--- config.mk ---
export PLATFORM = sky130hd
export DESIGN_NAME = dga_ctrl
export DESIGN_NICKNAME = d
export VERILOG_FILES = /design/src/rtl/directed_graph_adjacency_store_top_defines.svh /design/src/rtl/dga_pkg.sv /design/src/rtl/dga_ctrl.sv
export SDC_FILE = /design/constraint.sdc
export NUM_CORES = 1
export LEC_CHECK = 0
export ABC_AREA = 1
export BUFFER_PORTS_ARGS = -buffer_cell sky130_fd_sc_hd__buf_2
export CORE_MARGIN = 2
export CORE_UTILIZATION = 49
export DETAILED_ROUTE_END_ITERATION = 12
export MAX_ROUTING_LAYER = met4
export PLACE_DENSITY_LB_ADDON = 0.1
export RECOVER_POWER = 25
export SKIP_LAST_GASP = 1
export SLEW_MARGIN = 20
export SYNTH_ARGS = -nofsm -noshare
export SYNTH_HDL_FRONTEND = slang
export SYNTH_SLANG_ARGS = --single-unit
--- constraint.sdc ---
create_clock -name i_clk -period 1.74 [get_ports i_clk]
set_clock_uncertainty 0.1 [all_clocks]
set_input_delay 0.261 -clock i_clk [delete_from_list [all_inputs] [get_ports i_clk]]
set_output_delay 0.261 -clock i_clk [all_outputs]
set_load 0.02 [all_outputs]
--- src/rtl/directed_graph_adjacency_store_top_defines.svh ---
// Assertion macros used by the graph store datapath.
`ifndef DIRECTED_GRAPH_ADJACENCY_STORE_TOP_DEFINES_SVH
`define DIRECTED_GRAPH_ADJACENCY_STORE_TOP_DEFINES_SVH

`ifndef SYNTHESIS
// Property must hold at every clock edge out of reset.
`define DGA_ASSERT(label, clk, rst_n, prop) \
    label: assert property (@(posedge clk) disable iff (!(rst_n)) (prop)) \
        else $error("graph store assertion failed");
// Condition must never be seen at a clock edge out of reset.
`define DGA_ASSERT_NEVER(label, clk, rst_n, cond) \
    label: assert property (@(posedge clk) disable iff (!(rst_n)) !(cond)) \
        else $error("graph store forbidden condition seen");
`else
`define DGA_ASSERT(label, clk, rst_n, prop)
`define DGA_ASSERT_NEVER(label, clk, rst_n, cond)
`endif

`endif

--- src/rtl/dga_pkg.sv ---
// Types, constants and command/status bundles of the graph store.
`default_nettype none

package dga_pkg;

    // Field widths
    localparam int OP_W       = 2;
    localparam int LABEL_W    = 8;
    localparam int STATUS_W   = 3;

    // Graph geometry
    localparam int NUM_LABELS    = 256;
    localparam int LABEL_SPACE   = 2 ** LABEL_W;
    localparam int WORD_W        = 64;
    localparam int BIT_SEL_W     = $clog2(WORD_W);
    localparam int WORDS_PER_ROW = LABEL_SPACE / WORD_W;
    localparam int WORD_SEL_W    = $clog2(WORDS_PER_ROW);
    localparam int MEM_DEPTH     = LABEL_SPACE * WORDS_PER_ROW;
    localparam int ADDR_W        = $clog2(MEM_DEPTH);
    localparam int ROW_CNT_W     = $clog2(NUM_LABELS + 1);

    // Stream widths
    localparam int S_TDATA_W = ((OP_W + 2 * LABEL_W + 7) / 8) * 8;
    localparam int M_TDATA_W = ((STATUS_W + 7) / 8) * 8;

    typedef enum logic [OP_W-1:0] {
        OP_ADD_VERTEX = 2'd0,
        OP_DEL_VERTEX = 2'd1,
        OP_ADD_ARC    = 2'd2,
        OP_DEL_ARC    = 2'd3
    } t_op;

    typedef enum logic [STATUS_W-1:0] {
        ST_OK          = 3'd0,
        ST_EXISTS      = 3'd1,
        ST_EMPTY       = 3'd2,
        ST_VMISSING    = 3'd3,
        ST_SRCMISSING  = 3'd4,
        ST_DSTMISSING  = 3'd5,
        ST_NOARC       = 3'd6
    } t_status;

    // Controller to datapath
    typedef struct packed {
        logic    accept;
        logic    vertex_add;
        logic    vertex_del;
        logic    status_we;
        t_status status_code;
        logic    arc_read;
        logic    arc_write;
        logic    clr_step;
        logic    row_clr_step;
        logic    sweep_step;
        logic    out_load;
    } t_dp_cmd;

    // Datapath to controller
    typedef struct packed {
        t_op  op;
        logic a_in_range;
        logic a_present;
        logic b_present;
        logic count_zero;
        logic arc_bit;
        logic clr_last;
        logic row_clr_last;
        logic sweep_done;
        logic out_free;
    } t_dp_sts;

endpackage

`default_nettype wire

--- src/rtl/dga_ctrl.sv ---
// Operation sequencer of the graph store.
`default_nettype none

module dga_ctrl
    import dga_pkg::*;
(
    input  wire logic    i_clk,
    input  wire logic    i_rst_n,
    input  wire logic    i_s_tvalid,
    output logic         o_s_tready,
    input  wire t_dp_sts i_sts,
    output t_dp_cmd      o_cmd
);

    typedef enum logic [6:0] {
        S_CLEAR   = 7'b0000001,
        S_IDLE    = 7'b0000010,
        S_DECIDE  = 7'b0000100,
        S_MODIFY  = 7'b0001000,
        S_ROW_CLR = 7'b0010000,
        S_SWEEP   = 7'b0100000,
        S_DONE    = 7'b1000000
    } t_state;

    t_state r_state;
    t_state n_state;

    // Advance state; reset starts the memory clearing pass
    always_ff @(posedge i_clk) begin
        if (!i_rst_n) begin
            r_state <= S_CLEAR;
        end else begin
            r_state <= n_state;
        end
    end

    // Decode state and datapath status into commands
    always_comb begin
        n_state    = r_state;
        o_cmd      = '0;
        o_s_tready = 1'b0;
        case (r_state)
            S_CLEAR: begin
                o_cmd.clr_step = 1'b1;
                if (i_sts.clr_last) begin
                    n_state = S_IDLE;
                end
            end
            S_IDLE: begin
                o_s_tready = 1'b1;
                if (i_s_tvalid) begin
                    o_cmd.accept = 1'b1;
                    n_state      = S_DECIDE;
                end
            end
            S_DECIDE: begin
                case (i_sts.op)
                    OP_ADD_VERTEX: begin
                        o_cmd.status_we = 1'b1;
                        n_state         = S_DONE;
                        if (!i_sts.a_in_range) begin
                            o_cmd.status_code = ST_VMISSING;
                        end else if (i_sts.a_present) begin
                            o_cmd.status_code = ST_EXISTS;
                        end else begin
                            o_cmd.status_code = ST_OK;
                            o_cmd.vertex_add  = 1'b1;
                        end
                    end
                    OP_DEL_VERTEX: begin
                        if (i_sts.count_zero) begin
                            o_cmd.status_we   = 1'b1;
                            o_cmd.status_code = ST_EMPTY;
                            n_state           = S_DONE;
                        end else if (!i_sts.a_present) begin
                            o_cmd.status_we   = 1'b1;
                            o_cmd.status_code = ST_VMISSING;
                            n_state           = S_DONE;
                        end else begin
                            n_state = S_ROW_CLR;
                        end
                    end
                    OP_ADD_ARC: begin
                        if (!i_sts.a_present) begin
                            o_cmd.status_we   = 1'b1;
                            o_cmd.status_code = ST_SRCMISSING;
                            n_state           = S_DONE;
                        end else if (!i_sts.b_present) begin
                            o_cmd.status_we   = 1'b1;
                            o_cmd.status_code = ST_DSTMISSING;
                            n_state           = S_DONE;
                        end else begin
                            o_cmd.arc_read = 1'b1;
                            n_state        = S_MODIFY;
                        end
                    end
                    default: begin
                        if (!i_sts.a_present) begin
                            o_cmd.status_we   = 1'b1;
                            o_cmd.status_code = ST_SRCMISSING;
                            n_state           = S_DONE;
                        end else begin
                            o_cmd.arc_read = 1'b1;
                            n_state        = S_MODIFY;
                        end
                    end
                endcase
            end
            S_MODIFY: begin
                // Word is back from memory: set or clear the arc bit
                o_cmd.status_we = 1'b1;
                n_state         = S_DONE;
                if (i_sts.op == OP_DEL_ARC && !i_sts.arc_bit) begin
                    o_cmd.status_code = ST_NOARC;
                end else begin
                    o_cmd.status_code = ST_OK;
                    o_cmd.arc_write   = 1'b1;
                end
            end
            S_ROW_CLR: begin
                o_cmd.row_clr_step = 1'b1;
                if (i_sts.row_clr_last) begin
                    n_state = S_SWEEP;
                end
            end
            S_SWEEP: begin
                if (i_sts.sweep_done) begin
                    o_cmd.vertex_del  = 1'b1;
                    o_cmd.status_we   = 1'b1;
                    o_cmd.status_code = ST_OK;
                    n_state           = S_DONE;
                end else begin
                    o_cmd.sweep_step = 1'b1;
                end
            end
            S_DONE: begin
                if (i_sts.out_free) begin
                    o_cmd.out_load = 1'b1;
                    n_state        = S_IDLE;
                end
            end
            default: begin
                n_state = S_IDLE;
            end
        endcase
    end

endmodule

`default_nettype wire

# Word-level counts from Yosys, hierarchy flattened
# Cells that the tools add are included.
[totals]
register_bits = 7
latchBits = 0
mem_bits_rw = 0
romBits = 0
input_bits = 14
out_inout_bits = 14
word_cells = 65
n_memories = 0
[op_classes]
add_sub_neg = 0
n_mul = 0
div_mod_pow = 0
order_cmp = 0
eq_ne = 15
shifts = 0
mux = 44
bitwise_logic = 0
reduce_logical = 5
[ops]
columns = ["cell", "n"]
rows = [
  ["7-bit 2-to-1 mux", 10],
  ["7-bit case mux with 7 select lines", 1],
  ["4-bit case mux with 3 select lines", 2],
  ["1-bit 2-to-1 mux", 21],
  ["7-bit case mux with 3 select lines", 1],
  ["4-bit 2-to-1 mux", 5],
  ["2-bit != test (second input constant)", 5],
  ["7-bit by 1-bit == test with 1-bit output (second input constant)", 1],
  ["7-bit by 2-bit == test with 1-bit output (second input constant)", 1],
  ["7-bit by 3-bit == test with 1-bit output (second input constant)", 1],
  ["7-bit by 4-bit == test with 1-bit output (second input constant)", 1],
  ["7-bit by 5-bit == test with 1-bit output (second input constant)", 1],
  ["7-bit by 6-bit == test with 1-bit output (second input constant)", 1],
  ["7-bit == test (second input constant)", 1],
  ["5-bit 2-to-1 mux", 1],
  ["5-bit AND reduction", 1],
  ["2-bit == test (second input constant)", 2],
  ["3-bit 2-to-1 mux", 1],
  ["2-bit by 1-bit == test with 1-bit output (second input constant)", 1],
  ["2-bit logical NOT", 1],
  ["2-bit 2-to-1 mux", 1],
  ["1-bit case mux with 2 select lines", 1],
  ["2-bit OR reduction", 1],
  ["1-bit logical AND", 1],
  ["1-bit logical NOT", 1],
]

# Longest topological paths before layout
# Gate-level depths: netlist of run 1.
[logic_depth]
word_depth = 4
ltp_mapped = 9
ltp_nobuf = 9

# Least setup slack after synthesis of run 1
# Ideal clock, no wire load.
[synth_timing]
kind = "register -> output"
from = "register r_state[0]"
to = "output port o_cmd[11] (netlist name)"
t_arrival_ns = 1.388
t_required_ns = 1.379
slack_ns = -0.009
stages_incl_launch_ff = 6
path_buffers = 0
cell_sequence = "dfxtp_1 > nor2_2 > nand3_1 > nor2_2 > inv_2 > nor4_1"
[synth_rtl]
columns = ["element", "line_no", "text"]
rows = [
  ["from (decl)", "dga_ctrl.sv:25", "t_state r_state;"],
  ["from (signal assigned)", "dga_ctrl.sv:33", "r_state <= n_state;"],
  ["to (decl)", "dga_ctrl.sv:12", "output t_dp_cmd o_cmd"],
]

==> results of run 1 <==
## where the power goes
part | switching [mW] | leakage (nW) | internal, mW | total (mW)
Clock | 0.0626 | 0.0150 | 0.0877 | 0.150
Combinational | 0.115 | 0.492 | 0.0647 | 0.180
Sequential | 0.0128 | 0.0583 | 0.173 | 0.186
## kinds of logic (layout without fill, tap and decap cells)
| family | count (synthesis) | in the layout |
|---|---|---|
| AND/OR/NAND/NOR | 70 | 70 |
| buffers and inverters | 31 | 63 |
| AO/OA/AOI/OAI | 9 | 9 |
| flip-flops | 7 | 7 |
## through the flow
stage               hold WS, ns   util  std cells  setup slack (ns)
CTS                       0.146  0.685        164           0.00147
detailed placement        0.411  0.644        159             0.197
floorplan                 0.231      -        117             0.114
global route              0.148  0.720        164           -0.0573
finish                    0.160  0.720        164           0.00828
global placement          0.411  0.644        159             0.250
## cells in the final DEF (no fill, tap or decap), drive strengths merged
cell,n
inv,31
buf,28
nor2,22
nand2,21
nand3,19
dfxtp,7
o21ai,6
clkbuf,4
nand4,3
a21oi,2
nor4,2
or2,1
nor3,1
nand3b,1
a21boi,1
## layout make-up
type,count,area share
inverter,31,0.130
multi-input combinational,79,0.489
sequential,7,0.159
tap,15,0.0205
timing repair buffer,28,0.173
clock buffer,4,0.0288
## routing by layer
layer  global-route usage  vias up
met1                0.300      368
met4               0.0750        0
met3               0.0652        2
met5                    -        -
li1                     -      429
met2                0.393       29
## timing repair
| action | 4_1_cts | 5_1_grt |
|---|---|---|
| resized for setup | 5 | 18 |
| setup buffers | 1 | 0 |
| cloned | 0 | 0 |
| pin swaps | 2 | 3 |
| endpoints found under the setup margin | 5 | 12 |
## worst min path at each step
stage,from,slack (ns),depth (start not counted),endpoint
floorplan,i_rst_n,0.23,1,r_state[0]
global placement,i_rst_n,0.41,2,r_state[0]
detailed placement,i_rst_n,0.41,2,r_state[0]
CTS,i_rst_n,0.15,2,r_state[0]
global route,i_rst_n,0.15,2,r_state[0]
finish,i_rst_n,0.16,2,r_state[0]
## worst max-delay path, cell delays in order (launching register included)
cell	delay [ns]
dfxtp_2	0.33
nor2_4	0.14
nand3_2	0.10
nor2_4	0.14
inv_2	0.08
o21ai_1	0.17
buf_4	0.16
==> results.sh, run 1 <==
export IMPL_grt_max_degree=8
export IMPL_max_cap_violations=0
export IMPL_rsz0062_at_grt="true"
export IMPL_r2r_slack_ns=0.38
export IMPL_htreeDepth=1
export IMPL_ys_seq_area_frac=0.213
export IMPL_dr_wl_met2_um=830
export IMPL_first_pass_iters=4
export IMPL_yosys_warnings=0
export IMPL_crit_path_max_fanout=4
export IMPL_wl_met1_um=792
export IMPL_via_per_inst=5.05
export IMPL_cts_tree="done"
export IMPL_drt_iter0_drc=23
export IMPL_synth_top_flop_cell="dfxtp_1"
export IMPL_grt_overflow_total=0
export IMPL_port_buffers=27
export IMPL_track_usage=0.246
export IMPL_worstSetupPathType="flip-flop to output port"
export IMPL_end_kind="output port"
export IMPL_rows=13
export IMPL_critPathLaunch="r_state[0]"
export IMPL_cts_inserted_buffers=3
export IMPL_status="finished clean"
export IMPL_syn_avg_cell_area_um2=5.61
export IMPL_wl_mm=1.74
export IMPL_fin_nets=164
export IMPL_async_flop_share=0
export IMPL_reg_largest_list="r_state: 7 flops"
export IMPL_synth_fa_ha_area_frac=0
export IMPL_ys_types=18
export IMPL_synthesis_nets=131
export IMPL_synth_top_cell_by_area="dfxtp_1"
export IMPL_ir_drop_v=0.000357
export IMPL_initial_core_util=0.518
export IMPL_setup_viol_count_final=0
export IMPL_synth_edf_count=0
export IMPL_yosysMostFrequentCell="inv_1"
export IMPL_path_clk_slew_ns=0.05
export IMPL_worst_slew_pin_slew_ns=0.239
export IMPL_total_power_mw=0.516
export IMPL_synth_seq_cells=7
export IMPL_wl_met3_um=105
export IMPL_die_h_um=40.6
export IMPL_relSlewSlack=0.840
export IMPL_cts_root_buf="clkbuf_4"
export IMPL_register_area_um2=145
export IMPL_powerDensity_nw_per_um2=565
export IMPL_dpl_cell_area_um2=817
export IMPL_diodes=0
export IMPL_synth_top_area_frac=0.213
export IMPL_routedWlPerCell_um=10.6
export IMPL_coreArea_um2=1270
export IMPL_antenna_found_initial=0
export IMPL_syn_inst=117
export IMPL_clock_sinks=7
export IMPL_grt_first_pass_wirelength_mm=2.61
export IMPL_start_kind="flip-flop"
export IMPL_min_period_over_period=0.995
export IMPL_syn_to_final_growth_pct=39.0
export IMPL_synth_cells_most_frequent="inv_1 (26), nand2_1 (18), nand3_1 (16), nor2_1 (16), dfxtp_1 (7)"
export IMPL_hold_class="input port to flip-flop"
export IMPL_grt_pass1_vias=640
export IMPL_drc=0
export IMPL_nFillCells=109
export IMPL_synth_compound_area_share=0.0724
export IMPL_rr_worst_depth=8
export IMPL_netlist_area_um2=657
export IMPL_drive_gt1_frac=0.389
export IMPL_r2r_end="r_state[5]"
export IMPL_arrival_ns=1.37
export IMPL_fin_area_um2=913
export IMPL_fmax_ghz=0.577
export IMPL_slew_viol_final=0
export IMPL_regMostFlops="r_state"
export IMPL_power_leakage_nw=0.565
export IMPL_crit_path_end="o_cmd[8]"
export IMPL_critPathRequiredTime_ns=1.38
export IMPL_gp_congestion=0.822
export IMPL_dieWidth_um=40.6
export IMPL_dp_hpwl_mm=1.41
export IMPL_synthMuxAreaShare=0
export IMPL_largest_register_ffs=7
export IMPL_synth_top_family_by_area="simple AND/OR/NAND/NOR gates"
export IMPL_via_count=828
export IMPL_synth_xor_area_frac=0
export IMPL_hold_viol_final=0
export IMPL_worstReg2RegStart="r_state[3]"
export IMPL_layout_min_cycle_time_ns=1.73
export IMPL_hold_buffers=0
export IMPL_multiInputGateArea_um2=447
export IMPL_finalSetupTns_ns=0
export IMPL_top_layer="met4"
export IMPL_drtAntennaViolNets=0
export IMPL_synthSimpleGateAreaFrac=0.537
export IMPL_die_area_um2=1650
export IMPL_synth_area_top_cells="dfxtp_1 (21%), inv_1 (15%), nand3_1 (12%)"
export IMPL_clockBufferDepth=2
export IMPL_clk_latency_ns=0.25
export IMPL_io_pins=28
Power figures use the tool's default switching activity.
==> inputs of run 2 (changes only) <==
CORE_UTILIZATION = 32   (was 49)
REMOVE_ABC_BUFFERS = 1   (was not set)
==> run 2 against run 1 <==
The run now ends with setup timing left. Non-clock buffer count rose by 6. Worst hold slack improved by 0.014 ns. Critical path type unchanged. Maximum frequency fell by 1.6%.
==> results.sh, run 2 (same netlist as run 1, synthesis figures left out) <==
export IMPL_worst_slew_pin_slew_ns=0.220
export IMPL_die_h_um=49.3
export IMPL_gp_congestion=0.831
export IMPL_powerDensity_nw_per_um2=523
export IMPL_fin_area_um2=975
export IMPL_violations="setup timing"
export IMPL_hold_buffers=0
export IMPL_layout_min_cycle_time_ns=1.76
export IMPL_cts_tree="done"
export IMPL_fin_hold_ws_ns=0.174
export IMPL_cts_root_buf="clkbuf_4"
export IMPL_hold_viol_final=0
export IMPL_regMostFlops="r_state"
export IMPL_first_pass_iters=4
export IMPL_clk_latency_ns=0.24
export IMPL_critPathRequiredTime_ns=1.38
export IMPL_via_count=825
export IMPL_fmax_ghz=0.568
export IMPL_dp_hpwl_mm=1.44
export IMPL_dpl_cell_area_um2=826
export IMPL_worstSetupPathType="flip-flop to output port"
export IMPL_grt_max_degree=8
export IMPL_relSlewSlack=0.853
export IMPL_htreeDepth=1
export IMPL_routedWlPerCell_um=9.86
export IMPL_rsz0062_at_grt="true"
export IMPL_setup_viol_count_final=1
export IMPL_hold_class="input port to flip-flop"
export IMPL_dieWidth_um=49.3
export IMPL_ir_drop_v=0.000337
export IMPL_port_buffers=27
export IMPL_coreArea_um2=1940
export IMPL_antenna_found_initial=0
export IMPL_rows=16
export IMPL_drtAntennaViolNets=0
export IMPL_slew_viol_final=0
export IMPL_end_kind="output port"
export IMPL_crit_path_max_fanout=4
export IMPL_drive_gt1_frac=0.413
export IMPL_clockBufferDepth=2
export IMPL_io_pins=28
export IMPL_start_kind="flip-flop"
export IMPL_wl_mm=1.80
export IMPL_grt_overflow_total=0
export IMPL_arrival_ns=1.40
export IMPL_power_leakage_nw=0.600
export IMPL_min_period_over_period=1.01
export IMPL_drc=0
export IMPL_track_usage=0.145
export IMPL_status="finished with violations"
export IMPL_reg_largest_list="r_state: 7 flops"
export IMPL_dpl_cell_count=171
export IMPL_largest_register_ffs=7
export IMPL_layout_common_cells="inv_1 (24), buf_2 (23), nand2_1 (18)"
export IMPL_syn_to_final_growth_pct=48.4
export IMPL_path_clk_slew_ns=0.05
export IMPL_drt_iter0_drc=6
export IMPL_max_cap_violations=0
export IMPL_stdcell_count=182
export IMPL_diodes=0
export IMPL_finalSetupTns_ns=-0.0200
export IMPL_initial_core_util=0.338
export IMPL_grt_pass1_vias=657
export IMPL_fin_nets=170
export IMPL_die_area_um2=2430
export IMPL_grt_first_pass_wirelength_mm=2.75
export IMPL_clock_sinks=7
export IMPL_final_common_cell="inv_1"
export IMPL_via_per_inst=4.53
export IMPL_place_ws_ns=0.118
export IMPL_fin_ws_ns=-0.0200
export IMPL_cts_inserted_buffers=3
[run 2: metal layers]
metal,track usage,part of all wire,vias up
met5,-,0,-
met1,0.189,0.48,370
met4,0.0286,0.0067,0
met2,0.234,0.48,15
li1,-,-,438
met3,0.0276,0.032,2
[run 2: final cells by class]
class	count	area [um2]
fill	219	967
multi-input combinational	79	447
clock buffer	4	26.3
sequential	7	144
timing repair buffer	34	205
tap	27	33.8
inverter	31	119
[run 2: metrics by stage]
step	total power, mW	utilization
final	0.510	0.502
after global routing	0.540	0.502
after CTS	0.502	0.459
after detailed placement	0.349	0.425
after global placement	0.347	0.425
after floorplan	0.297	-
[run 2: what timing repair did]
action	4_1_cts	5_1_grt
endpoints found under the setup margin	5	10
buffers inserted	2	5
gates resized for setup	6	17
pin swaps	3	6
[run 2: path summary, 6_finish.rpt]
path / startpoint / endpoint / slack, ns / depth (start not counted)
worst min-delay path: i_rst_n / r_state[0] / 0.17 / 2
worst min register to register: r_state[5] / r_state[5] / 0.41 / 2
worst max-delay path: r_state[0] / o_cmd[11] / -0.02 / 6
worst max register to register: r_state[5] / r_state[6] / 0.32 / 9
[run 2: report_power, final]
part / switching [mW] / internal (mW)
sequential: 0.0130 / 0.173
combinational: 0.115 / 0.0677
clock: 0.0542 / 0.0871
total: 0.182 / 0.328
[run 2: worst max-delay path: stages (launching register included)]
cell and delay [ns]:
dfxtp_2 0.34, nor2_4 0.13, nand3_2 0.09, nor2_4 0.12, inv_2 0.07, nor4_2 0.21, buf_2 0.20
